--- config.mk ---
export PLATFORM = sky130hd
export DESIGN_NAME = sea_force_pid_controller_unit
export DESIGN_NICKNAME = d
export VERILOG_FILES = /design/src/sv/sfpid_pkg.sv /design/src/sv/sea_force_pid_controller_unit.sv
export SDC_FILE = /design/constraint.sdc
export NUM_CORES = 2
export LEC_CHECK = 0
export BUFFER_PORTS_ARGS = -buffer_cell sky130_fd_sc_hd__buf_2
export CAP_MARGIN = 20
export CORE_MARGIN = 2
export CORE_UTILIZATION = 55
export CTS_CLUSTER_DIAMETER = 200
export DETAILED_ROUTE_END_ITERATION = 8
export HOLD_SLACK_MARGIN = 0.12
export PLACE_DENSITY = 0.78
export SYNTH_ARGS = -nofsm -noshare
export SYNTH_HDL_FRONTEND = slang
export SYNTH_SLANG_ARGS = --single-unit
--- constraint.sdc ---
create_clock -name clk -period 24.9 [get_ports clk]
set_clock_uncertainty 0.2 [all_clocks]
set_input_delay 4.98 -clock clk [delete_from_list [all_inputs] [get_ports clk]]
set_output_delay 4.98 -clock clk [all_outputs]
set_load 0.05 [all_outputs]
--- src/sv/sfpid_pkg.sv ---
`timescale 1ns / 1ps
// ----------------------------------------------------------------------------
// sfpid_pkg - shared types and microcode for the SEA force PID controller
// Control word layout, operand and operation codes, spring constants and the
// program ROM of the sequencer.
// ----------------------------------------------------------------------------
package sfpid_pkg;

	localparam int PC_W  = 4;
	localparam int IDX_W = 3;

	// spring coefficients, Q0.32
	localparam logic signed [31:0] SPRING_K1 = 32'sd22419729;
	localparam logic signed [31:0] SPRING_K2 = 32'sd117682;

	localparam logic [PC_W-1:0] PC_WAIT = 4'd0;
	localparam logic [PC_W-1:0] PC_OUT  = 4'd13;

	typedef enum logic [IDX_W-1:0] {
		REG_FF_GAIN  = 3'd0,
		REG_KP_GAIN  = 3'd1,
		REG_KI_GAIN  = 3'd2,
		REG_KD_GAIN  = 3'd3,
		REG_INT_LIM  = 3'd4,
		REG_TRQ_LIM  = 3'd5
	} reg_idx_t;

	typedef enum logic [2:0] {
		A_D, A_SQH, A_SQL, A_FF, A_KP, A_KI, A_KD
	} a_sel_t;

	typedef enum logic [2:0] {
		B_K1, B_D, B_K2, B_REF, B_ERR, B_INT, B_DERR
	} b_sel_t;

	typedef enum logic [3:0] {
		OP_NONE,    // no register update
		OP_LIN,     // linear spring term from product
		OP_SQ,      // squared deflection, scaled
		OP_QH,      // upper partial of quadratic term
		OP_QL,      // merge lower partial
		OP_MEAS,    // measured torque
		OP_ERR,     // torque error
		OP_INT,     // integrator, error difference, first sum term
		OP_SUMADD,  // add next gain term
		OP_OUT      // clamp and load result
	} op_t;

	typedef enum logic [1:0] {
		C_ALWAYS,   // jump unconditionally
		C_IN_XFER,  // jump once an input transfer happens
		C_OUT_FREE  // jump once the result register can be loaded
	} cond_t;

	typedef struct packed {
		a_sel_t          a;
		b_sel_t          b;
		op_t             op;
		cond_t           cond;
		logic [PC_W-1:0] target;
	} ucode_t;

	function automatic ucode_t ucode_rom(input logic [PC_W-1:0] pc);
		ucode_t w;
		w = '{a: A_D, b: B_D, op: OP_NONE, cond: C_ALWAYS, target: PC_WAIT};
		case (pc)
			4'd0:  w = '{A_D,   B_D,    OP_NONE,   C_IN_XFER,  4'd1};
			4'd1:  w = '{A_D,   B_K1,   OP_NONE,   C_ALWAYS,   4'd2};
			4'd2:  w = '{A_D,   B_D,    OP_LIN,    C_ALWAYS,   4'd3};
			4'd3:  w = '{A_D,   B_D,    OP_SQ,     C_ALWAYS,   4'd4};
			4'd4:  w = '{A_SQH, B_K2,   OP_NONE,   C_ALWAYS,   4'd5};
			4'd5:  w = '{A_SQL, B_K2,   OP_QH,     C_ALWAYS,   4'd6};
			4'd6:  w = '{A_D,   B_D,    OP_QL,     C_ALWAYS,   4'd7};
			4'd7:  w = '{A_D,   B_D,    OP_MEAS,   C_ALWAYS,   4'd8};
			4'd8:  w = '{A_FF,  B_REF,  OP_ERR,    C_ALWAYS,   4'd9};
			4'd9:  w = '{A_KP,  B_ERR,  OP_INT,    C_ALWAYS,   4'd10};
			4'd10: w = '{A_KI,  B_INT,  OP_SUMADD, C_ALWAYS,   4'd11};
			4'd11: w = '{A_KD,  B_DERR, OP_SUMADD, C_ALWAYS,   4'd12};
			4'd12: w = '{A_D,   B_D,    OP_SUMADD, C_ALWAYS,   4'd13};
			4'd13: w = '{A_D,   B_D,    OP_OUT,    C_OUT_FREE, PC_WAIT};
			default: w = '{A_D, B_D,    OP_NONE,   C_ALWAYS,   PC_WAIT};
		endcase
		return w;
	endfunction

	// saturate a 34-bit signed value to 32 bits
	function automatic logic signed [31:0] sat32(input logic signed [33:0] v);
		logic signed [33:0] vmax;
		logic signed [33:0] vmin;
		vmax = 34'sh0_7FFF_FFFF;
		vmin = 34'sh3_8000_0000;
		if (v > vmax) begin
			return 32'sh7FFF_FFFF;
		end else if (v < vmin) begin
			return 32'sh8000_0000;
		end
		return v[31:0];
	endfunction

endpackage

--- src/sv/sea_force_pid_controller_unit.sv ---
`timescale 1ns / 1ps
// ----------------------------------------------------------------------------
// sea_force_pid_controller_unit - series-elastic actuator force PID
// Spring torque estimate, error, clamped integrator and saturated PID output,
// all Q16.16, run by a microcoded sequencer around one shared multiplier.
// ----------------------------------------------------------------------------
//
// channel  | handshake            | payload
// ---------+----------------------+-------------------------------------------
// input    | in_valid / in_stall  | rotor_angle, spring_angle,
//          |                      | torque_setpoint, reference_force
// result   | out_valid / out_stall| drive_torque, measured_torque, saturated
// config   | cfg_valid / cfg_ready| cfg_index, cfg_data
//
// - A new input transfer is taken only once the program has finished the last:
//   a 13-step program after the wait step, paced by the single 32x32 multiplier
//   that serves all eight products in turn.
// - The result register decouples the sides: a result may sit stalled while
//   the program finishes the next item, which then waits only in its last step.
// - arst_n clears sequencer, gains, limits, integrator and previous error.
// - cfg_ready is always high; writes to indexes beyond the list are dropped.
//
module sea_force_pid_controller_unit (
	input  logic                         clk,
	input  logic                         arst_n,
	// input transfer
	input  logic                         in_valid,
	output logic                         in_stall,
	input  logic signed [31:0]           rotor_angle,
	input  logic signed [31:0]           spring_angle,
	input  logic signed [31:0]           torque_setpoint,
	input  logic signed [31:0]           reference_force,
	// result transfer
	output logic                         out_valid,
	input  logic                         out_stall,
	output logic signed [31:0]           drive_torque,
	output logic signed [31:0]           measured_torque,
	output logic                         saturated,
	// configuration
	input  logic                         cfg_valid,
	output logic                         cfg_ready,
	input  logic [sfpid_pkg::IDX_W-1:0]  cfg_index,
	input  logic [31:0]                  cfg_data
);
	import sfpid_pkg::*;

	// sequencer
	logic [PC_W-1:0] pc_q;
	ucode_t          uc;
	logic            in_xfer;
	logic            out_free;
	logic            jump;

	// configuration registers
	logic signed [31:0] ff_gain_q, kp_gain_q, ki_gain_q, kd_gain_q;
	logic [30:0]        int_lim_q, trq_lim_q;

	// controller state
	logic signed [31:0] integ_q;
	logic signed [31:0] prev_q;

	// datapath
	logic signed [31:0] d_q, setp_q, ref_q;
	logic signed [31:0] lin_q, meas_q, err_q, derr_q;
	logic [46:0]        sq_q;
	logic [63:0]        qacc_q;
	logic signed [49:0] sum_q;
	logic signed [63:0] prod_q;
	logic signed [31:0] mul_a, mul_b;

	// result register
	logic               out_valid_q;
	logic signed [31:0] drive_q, meas_out_q;
	logic               sat_q;

	// combinational helpers
	logic signed [32:0] ang_diff;
	logic signed [31:0] d_sat;
	logic signed [33:0] meas_full;
	logic signed [33:0] integ_sum;
	logic signed [31:0] integ_sat;
	logic signed [33:0] ilim;
	logic signed [31:0] integ_new;
	logic signed [49:0] prod_term;
	logic signed [49:0] tlim;
	logic signed [49:0] drive_full;
	logic               drive_clip;

	assign uc       = ucode_rom(pc_q);
	assign in_stall = (pc_q != PC_WAIT);
	assign in_xfer  = in_valid && !in_stall;
	assign out_free = !out_valid_q || !out_stall;

	always_comb begin
		case (uc.cond)
			C_ALWAYS:   jump = 1'b1;
			C_IN_XFER:  jump = in_xfer;
			C_OUT_FREE: jump = out_free;
			default:    jump = 1'b1;
		endcase
	end

	// operand selection for the shared multiplier
	always_comb begin
		case (uc.a)
			A_D:     mul_a = d_q;
			A_SQH:   mul_a = $signed({1'b0, sq_q[46:16]});
			A_SQL:   mul_a = $signed({16'b0, sq_q[15:0]});
			A_FF:    mul_a = ff_gain_q;
			A_KP:    mul_a = kp_gain_q;
			A_KI:    mul_a = ki_gain_q;
			A_KD:    mul_a = kd_gain_q;
			default: mul_a = d_q;
		endcase
		case (uc.b)
			B_K1:    mul_b = SPRING_K1;
			B_D:     mul_b = d_q;
			B_K2:    mul_b = SPRING_K2;
			B_REF:   mul_b = ref_q;
			B_ERR:   mul_b = err_q;
			B_INT:   mul_b = integ_q;
			B_DERR:  mul_b = derr_q;
			default: mul_b = d_q;
		endcase
	end

	// deflection saturated at capture
	assign ang_diff = {rotor_angle[31], rotor_angle} - {spring_angle[31], spring_angle};
	assign d_sat    = sat32({ang_diff[32], ang_diff});

	// spring torque: linear term less quadratic term (upper 32 bits of qacc)
	assign meas_full = {{2{lin_q[31]}}, lin_q} - $signed({2'b00, qacc_q[63:32]});

	// integrator with anti-windup clamp
	assign integ_sum = {{2{integ_q[31]}}, integ_q} + {{2{err_q[31]}}, err_q};
	assign integ_sat = sat32(integ_sum);
	assign ilim      = $signed({3'b000, int_lim_q});
	always_comb begin
		if ($signed({{2{integ_sat[31]}}, integ_sat}) > ilim) begin
			integ_new = ilim[31:0];
		end else if ($signed({{2{integ_sat[31]}}, integ_sat}) < -ilim) begin
			integ_new = -ilim[31:0];
		end else begin
			integ_new = integ_sat;
		end
	end

	// gain product, floor-shifted by 16
	assign prod_term = {{2{prod_q[63]}}, prod_q[63:16]};

	// output clamp
	assign tlim = $signed({19'b0, trq_lim_q});
	always_comb begin
		if (sum_q > tlim) begin
			drive_full = tlim;
			drive_clip = 1'b1;
		end else if (sum_q < -tlim) begin
			drive_full = -tlim;
			drive_clip = 1'b1;
		end else begin
			drive_full = sum_q;
			drive_clip = 1'b0;
		end
	end

	// control, configuration and controller state
	always_ff @(posedge clk or negedge arst_n) begin
		if (!arst_n) begin
			pc_q        <= PC_WAIT;
			out_valid_q <= 1'b0;
			ff_gain_q   <= '0;
			kp_gain_q   <= '0;
			ki_gain_q   <= '0;
			kd_gain_q   <= '0;
			int_lim_q   <= '0;
			trq_lim_q   <= '0;
			integ_q     <= '0;
			prev_q      <= '0;
		end else begin
			if (jump) begin
				pc_q <= uc.target;
			end
			if (uc.op == OP_OUT && out_free) begin
				out_valid_q <= 1'b1;
			end else if (!out_stall) begin
				out_valid_q <= 1'b0;
			end
			if (uc.op == OP_INT) begin
				integ_q <= integ_new;
				prev_q  <= err_q;
			end
			if (cfg_valid && cfg_ready) begin
				case (cfg_index)
					REG_FF_GAIN: ff_gain_q <= cfg_data;
					REG_KP_GAIN: kp_gain_q <= cfg_data;
					REG_KI_GAIN: ki_gain_q <= cfg_data;
					REG_KD_GAIN: kd_gain_q <= cfg_data;
					REG_INT_LIM: int_lim_q <= cfg_data[30:0];
					REG_TRQ_LIM: trq_lim_q <= cfg_data[30:0];
					default: ;
				endcase
			end
		end
	end

	// datapath registers
	always_ff @(posedge clk) begin
		prod_q <= mul_a * mul_b;
		if (in_xfer) begin
			d_q    <= d_sat;
			setp_q <= torque_setpoint;
			ref_q  <= reference_force;
		end
		case (uc.op)
			OP_LIN:    lin_q  <= prod_q[63:32];
			OP_SQ:     sq_q   <= prod_q[62:16];
			OP_QH:     qacc_q <= $unsigned(prod_q);
			OP_QL:     qacc_q <= {qacc_q[47:0], 16'b0} + $unsigned(prod_q);
			OP_MEAS:   meas_q <= sat32(meas_full);
			OP_ERR:    err_q  <= sat32({{2{setp_q[31]}}, setp_q} - {{2{meas_q[31]}}, meas_q});
			OP_INT: begin
				derr_q <= sat32({{2{err_q[31]}}, err_q} - {{2{prev_q[31]}}, prev_q});
				sum_q  <= prod_term;
			end
			OP_SUMADD: sum_q  <= sum_q + prod_term;
			OP_OUT: begin
				if (out_free) begin
					drive_q    <= drive_full[31:0];
					sat_q      <= drive_clip;
					meas_out_q <= meas_q;
				end
			end
			default: ;
		endcase
	end

	assign out_valid       = out_valid_q;
	assign drive_torque    = drive_q;
	assign measured_torque = meas_out_q;
	assign saturated       = sat_q;
	assign cfg_ready       = 1'b1;

	// a clamped result sits exactly on one of the limits
	a_sat_on_limit: assert property (@(posedge clk) disable iff (!arst_n)
		out_valid && saturated |->
			(drive_torque == $signed({1'b0, trq_lim_q}) ||
			 drive_torque == -$signed({1'b0, trq_lim_q})))
		else $error("saturated result not on torque limit");

	// an input transfer starts the program
	a_start: assert property (@(posedge clk) disable iff (!arst_n)
		in_xfer |=> pc_q == 4'd1)
		else $error("program did not start after input transfer");

	// a new result only appears from the output step
	a_out_src: assert property (@(posedge clk) disable iff (!arst_n)
		$rose(out_valid) |-> $past(pc_q == PC_OUT))
		else $error("result loaded outside output step");

	// the step counter stays inside the program
	a_pc_range: assert property (@(posedge clk) disable iff (!arst_n)
		pc_q <= PC_OUT)
		else $error("step counter out of program range");

endmodule

* Word level (Yosys, flattened, before mapping)
Memories as Yosys holds them, arrays and structs flattened.
Cells that the tools add are included.
** Operators by class
- Equal/unequal tests :: 28
- Mux-type cells :: 40
- $lt $le $gt $ge :: 14
- Bitwise operators :: 0
- Div/mod/pow operators :: 0
- $add $sub $neg :: 10
- Shifts and indexed selects :: 0
- Reduce and logical (&&, ||, !) cells :: 18
- Multiply operators :: 1
** Operators by type and width (number)
- 2-to-1 mux 32 bit :: 18
- one-hot mux 32 bit (6 select lines) :: 2
- greater-than comparator 33 x 32 -> 1 bit, second input constant :: 4
- less-than comparator 33 x 32 -> 1 bit, second input constant :: 4
- one-hot mux 64 bit (2 select lines) :: 1
- one-hot mux 50 bit (2 select lines) :: 1
- subtractor 32 x 32 -> 33 bit :: 3
- adder 64 bit :: 1
- multiplier 32 x 32 -> 64 bit :: 1
- adder 50 x 48 -> 50 bit :: 1
- greater-than comparator 50 x 32 -> 1 bit :: 1
- less-than comparator 50 bit :: 1
- negator 31 -> 50 bit :: 1
- greater-than comparator 34 x 32 -> 1 bit, second input constant :: 1
- less-than comparator 32 x 34 -> 1 bit :: 1
- less-than comparator 34 x 32 -> 1 bit, second input constant :: 1
- negator 31 -> 34 bit :: 1
- subtractor 32 x 33 -> 34 bit :: 1
- adder 32 x 32 -> 33 bit :: 1
- greater-than comparator 32 bit :: 1
- negator 31 -> 32 bit :: 1
- 2-to-1 mux 31 bit :: 1
- equality test 3 bit, second input constant :: 8
- equality test 3 x 2 -> 1 bit, second input constant :: 6
- other kinds (17) :: 49
** Word-level totals
- Register bits :: 773
- Output and inout bits :: 68
- Bits of input ports :: 168
- Word-level logic and storage cells :: 137
- Memories :: 1
- Bits in latches :: 0
- Bits in read-only memories :: 256
- RAM bits :: 0
** Memory list
- (no name shown) :: words 16, width 16, rd ports 1, clocked after memory_dff 0, wr ports 0, line sfpid_pkg.sv:66 : case (pc)

* Logic depth before layout (Yosys ltp)
- Depth after elaboration :: 8
- Mapped depth :: 46
- Mapped depth without buffers :: 41

* Least setup slack after synthesis
Ideal clock, no wire load.
- Kind :: register to register
- From :: register pc_q[0]
- To :: register prod_q[62]
- Stages on the path, launching flop included :: 41
- Library setup time :: 0.072 ns
- Path buffers :: 4
- Setup slack :: 14.746 ns
- Clock period less this slack :: 10.154 ns
- Data arrival time :: 9.882 ns
- Data required time :: 24.628 ns
- Cells stage by stage :: dfrtp_1 clkinv_1 ha_1 clkbuf_1 nand2_1 o21ai_1 buf_2 buf_2 nor2_1 a22oi_1 o22ai_1 nor2_1 nor2_1 clkbuf_1 nand2_1 inv_1 fa_1 fa_1 (+5 left out) inv_1 fa_1 fa_1 fa_1 inv_1 ha_1 and4_1 nand2_1 nor3_1 and3_1 a32oi_1 o2111ai_1 o31ai_2 o221a_2 o21ai_1 a221o_1 a21oi_1 xnor2_1
** On the way
- Longest elaborated chain between the ends :: 4
- Elaborated cells between the ends (all ways) :: 16
- Those cells by class :: mul (1); eq/ne (11); mux (2); reduce/logical (1); memory (1)
** RTL lines
- start, declared :: line sea_force_pid_controller_unit.sv:48 : logic [PC_W-1:0] pc_q;
- start signal, assigned :: line sea_force_pid_controller_unit.sv:181 : pc_q <= uc.target;
- memory read (16 x 16 bit) *
- equality test 3 bit (tied with other cells) :: line sea_force_pid_controller_unit.sv:105 : case (uc.a)
- one-hot mux 32 bit (6 select lines) (on tied branches) :: line sea_force_pid_controller_unit.sv:105, sea_force_pid_controller_unit.sv:115
- multiplier 32 x 32 -> 64 bit * :: line sea_force_pid_controller_unit.sv:208 : prod_q <= mul_a * mul_b;
- end signal, assigned :: line sea_force_pid_controller_unit.sv:208
- end, declared :: line sea_force_pid_controller_unit.sv:68 : logic signed [63:0] prod_q;
Mark *: on every way between the ends. The rest lies on a longest branch, timed or not.
A chain may end at the register's enable or synchronous reset.

* Worst setup path after layout
- From :: register pc_q[3]
- To :: register prod_q[63]
Same word-level chain as after synthesis.

==> summary.md <==
| Metric | Value |
|---|---|
| H-tree Lvls | 3 |
| DR DRC count | 0 |
| Total setup buffers inserted after CTS | 0 |
| Largest net degree at the start of global routing | 181 |
| CP Capture Type | flop |
| Crit start category | flop |
| Maximum root-to-sink buffer count | 3 |
| Routed vias/inst | between 6 and 7 |
| HP Class | reg2reg |
| Grt ovf | 0 |
| Crit Path Category | reg2reg |
| Core area | 152000 µm² |
| CTS buffer count | 86 |
| Outcome | finished, final reports clean |
| Initial core utilization | 0.555 |
| #FFs+latches synth | just under 800 |
| Seq/Total Area, Yosys | 0.252 |
| Final min period | 12.78 ns |
| Max incr delay on CP | 1.00 ns |
| CTS tree | built |
| GRT met2 Usage | 0.580 |
| Top cell by count, worst path | fa_1 |
| Initial antenna violation count | 18 |
| Max Fclk | ~0.08 GHz |
| # setup viols final | 0 |
| Setup TNS | 0 ns |
| Number of port buffers | 234 |
| IO Count | 236 |
| First-pass GRT wire length | 438000 µm |
| Top-area cell type share of the netlist area | 0.258 |
| Met1 GRT Util | 0.482 |
| Clock Sinks | 773 |
| Largest area contributor in the netlist | fa_1 |
| Required time of the critical path | 25.29 ns |
| Antenna viol nets, final | 0 |
| Resized cells post-CTS | 0 |
| Routability cong. | between 0.9 and 1 |
| Chip height | a little under 400 µm |
| Post-synth ARST share | 0.335 |
| Clk_lat worst skew | between 0.7 and 0.8 ns |
| Layout cell share with drive strength beyond 1 | 0.0918 |
| Worst slew pin tran | 1.25 ns |
| Largest cells by area after synthesis | fa_1, edfxtp_1, ha_1, dfrtp_1, inv_1 |
| Total number of vias | 69000 |
| Die width | 396 µm |
| Mapped Cells | 8963 |
| Hold buffer count at CTS | 0 |
| Commonest register cell after synthesis | edfxtp_1 |
| Met3 Use GR | 0.0995 |
| Final Cycle Share | 0.513 |
| Per-cell routed wire length | 26.6 µm |
| Largest fanout on the critical path | 55 |
| Max Slew Vio Count | 0 |
| Synth unique cells | 114 |
| Root Buffer | clkbuf_16 |
| R2r endpoint | prod_q[63] |
| NumNets Final | 10900 |
| Clock transition at path regs | roughly 0.070 ns |
| DRT Wirelength | 297000 µm |
| Mapped Nets | about 11000 |
| Number of flops mapped to enable cells by yosys | 450 |
| Pre-antenna DRT Iters | 8 |
| CP Launch Point | pc_q[3] |
| Post-DP HPWL | 230000 µm |
| 1st-iter DRT viols | 7736 |
| Yosys Warn Count | 0 |
| Max-Cap Viols | 0 |
| Worst Reg-to-Reg Cells | 30 |
| Worst R2R Setup Slack | 12.12 ns |
| RSZ-0062 raised after global routing | false |
| Worst r2r src | pc_q[3] |
| Avg Inst Size Synth | between 9 and 10 µm² |
| Num rows | 143 |
| Slew headroom | 0.169 |
| Total track usage | 0.378 |
| Global route hottest layer | met2 |
| Vias in the first global route | around 69000 |
| Area Growth Syn to Fin | 7.66% |
| Crit path capture | prod_q[63] |
| Die area | 157000 µm² |
| Critical-path top delay cell | mux2_2 |
| Syn Std Cell Area | about 85000 µm² |
| Fin. Hold Viols | 0 |
| Worst EP arrival | 13.17 ns |
cells in the final DEF, fill, tap and decap left out, types with 233 or more instances in the layout:
cell	netlist	final
inv_1	1299	1299
nand2_1	1112	1111
fa_1	1089	1089
nor2_1	768	758
ha_1	596	596
a21oi_1	559	552
edfxtp_1	450	450
o21ai_0	406	402
dfrtp_1	259	259
a21o_1	242	242
xnor2_1	239	239
buf_2	107	233
state kept, by name, summed over array words and instances, names as in the netlist, 4 cells and up:
signal           count
sum_q               50
ref_q               32
err_q               32
prev_q              32
kd_gain_q           32
sq_q                47
prod_q              64
ff_gain_q           32
drive_torque        32
setp_q              32
measured_torque     32
integ_q             32
int_lim_q           31
d_q                 32
lin_q               32
derr_q              32
pc_q                 4
trq_lim_q           31
kp_gain_q           32
qacc_q              64
meas_q              32
ki_gain_q           32
synthesized netlist by cell type (8+ instances only):
| cell type | count |
|---|---|
| o21bai_1 | 52 |
| a221oi_1 | 19 |
| o31ai_1 | 19 |
| clkbuf_1 | 243 |
| mux2i_1 | 35 |
| and2_1 | 48 |
| a211oi_1 | 72 |
| a311oi_1 | 35 |
| o21ai_0 | 406 |
| nand2b_1 | 52 |
| o22ai_1 | 15 |
| nor2_1 | 768 |
| a211o_1 | 10 |
| a21boi_0 | 8 |
| nor3_1 | 79 |
| o211ai_1 | 39 |
| o21ai_1 | 39 |
| a31oi_1 | 43 |
| xnor2_1 | 239 |
| inv_1 | 1299 |
| buf_1 | 29 |
| a31o_2 | 11 |
| a21o_1 | 242 |
| ha_1 | 596 |
| o21a_1 | 64 |
| or3_1 | 28 |
| fa_1 | 1089 |
| o32a_1 | 9 |
| nor2b_1 | 69 |
| edfxtp_1 | 450 |
| dfrtp_1 | 259 |
| a21oi_1 | 559 |
| maj3_1 | 18 |
| nand2_1 | 1112 |
| nand4_1 | 52 |
| buf_2 | 107 |
| dfxtp_1 | 64 |
| or2_2 | 27 |
| a22oi_1 | 25 |
| mux2_2 | 184 |
| nand3_1 | 100 |
| nor4_1 | 25 |
| and3_1 | 41 |
| xor2_1 | 103 |
cell type report:
class / count / area, µm²
clock buffers: 113 / 2350
flip-flops and latches: 773 / 21300
multi-input cells: 6499 / 57100
fillers: 12900 / 61300
inverters: 1303 / 4890
diodes: 20 / 50.0
clock inverters: 49 / 519
well taps: 2030 / 2540
repair buffers: 371 / 2250
metal layers:
layer  part of all wire  wire length, µm
met2               0.44           132000
met1               0.37           109000
met3               0.12            34400
met5            0.00060              179
met4              0.075            22200
kinds of logic (layout without fill, tap and decap cells):
group / count (synthesis) / count (layout) / synth area share
AND/OR/NAND/NOR: 2449 / 2449 / 0.125
AO/OA/AOI/OAI: 1782 / 1782 / 0.133
adder cells (fa/ha/maj): 1704 / 1704 / 0.348
buffers and inverters: 1691 / 1836 / 0.0771
flip-flops: 773 / 773 / 0.252
XOR/XNOR: 344 / 344 / 0.0360
multiplexers: 219 / 219 / 0.0287
other: 1 / 21 / 0.0000444
worst min-delay path by stage:
stage | start | endpoint | cells after the start
after global routing | prod_q[10] | qacc_q[10] | 0
after CTS | prod_q[4] | qacc_q[4] | 0
after detailed placement | prod_q[4] | qacc_q[4] | 0
after global placement | prod_q[7] | qacc_q[7] | 0
after floorplan | prod_q[0] | qacc_q[0] | 0
final | prod_q[4] | qacc_q[4] | 0
stage by stage:
| stage | worst slack, ns | instances | hold WS, ns | util | instance area (µm²) |
|---|---|---|---|---|---|
| 2_1_floorplan | 14.75 | 8963 | 0.186 | - | 84500 |
| 3_3_place_gp | 12.47 | 11000 | 0.189 | 0.578 | 88000 |
| 3_5_place_dp | 12.28 | 11000 | 0.189 | 0.578 | 88000 |
| 4_1_cts | 12.23 | 11100 | 0.200 | 0.597 | 90900 |
| 5_1_grt | 11.55 | 11100 | 0.210 | 0.597 | 90900 |
| 6_report | 12.12 | 11200 | 0.200 | 0.598 | 91000 |
worst max-delay path: cells and delay by family, from the launching register on:
family,cells,cell delay (ns)
flip-flops,1,0.89
buffers and inverters,2,0.76
adder cells (fa/ha/maj),9,4.44
AO/OA/AOI/OAI,9,3.10
XOR/XNOR,1,0.06
AND/OR/NAND/NOR,8,2.10
multiplexers,1,1.00
Power is left out: the tool's default activity adds up to more than one toggle a clock period on the data nets, which glitch-free logic cannot reach.
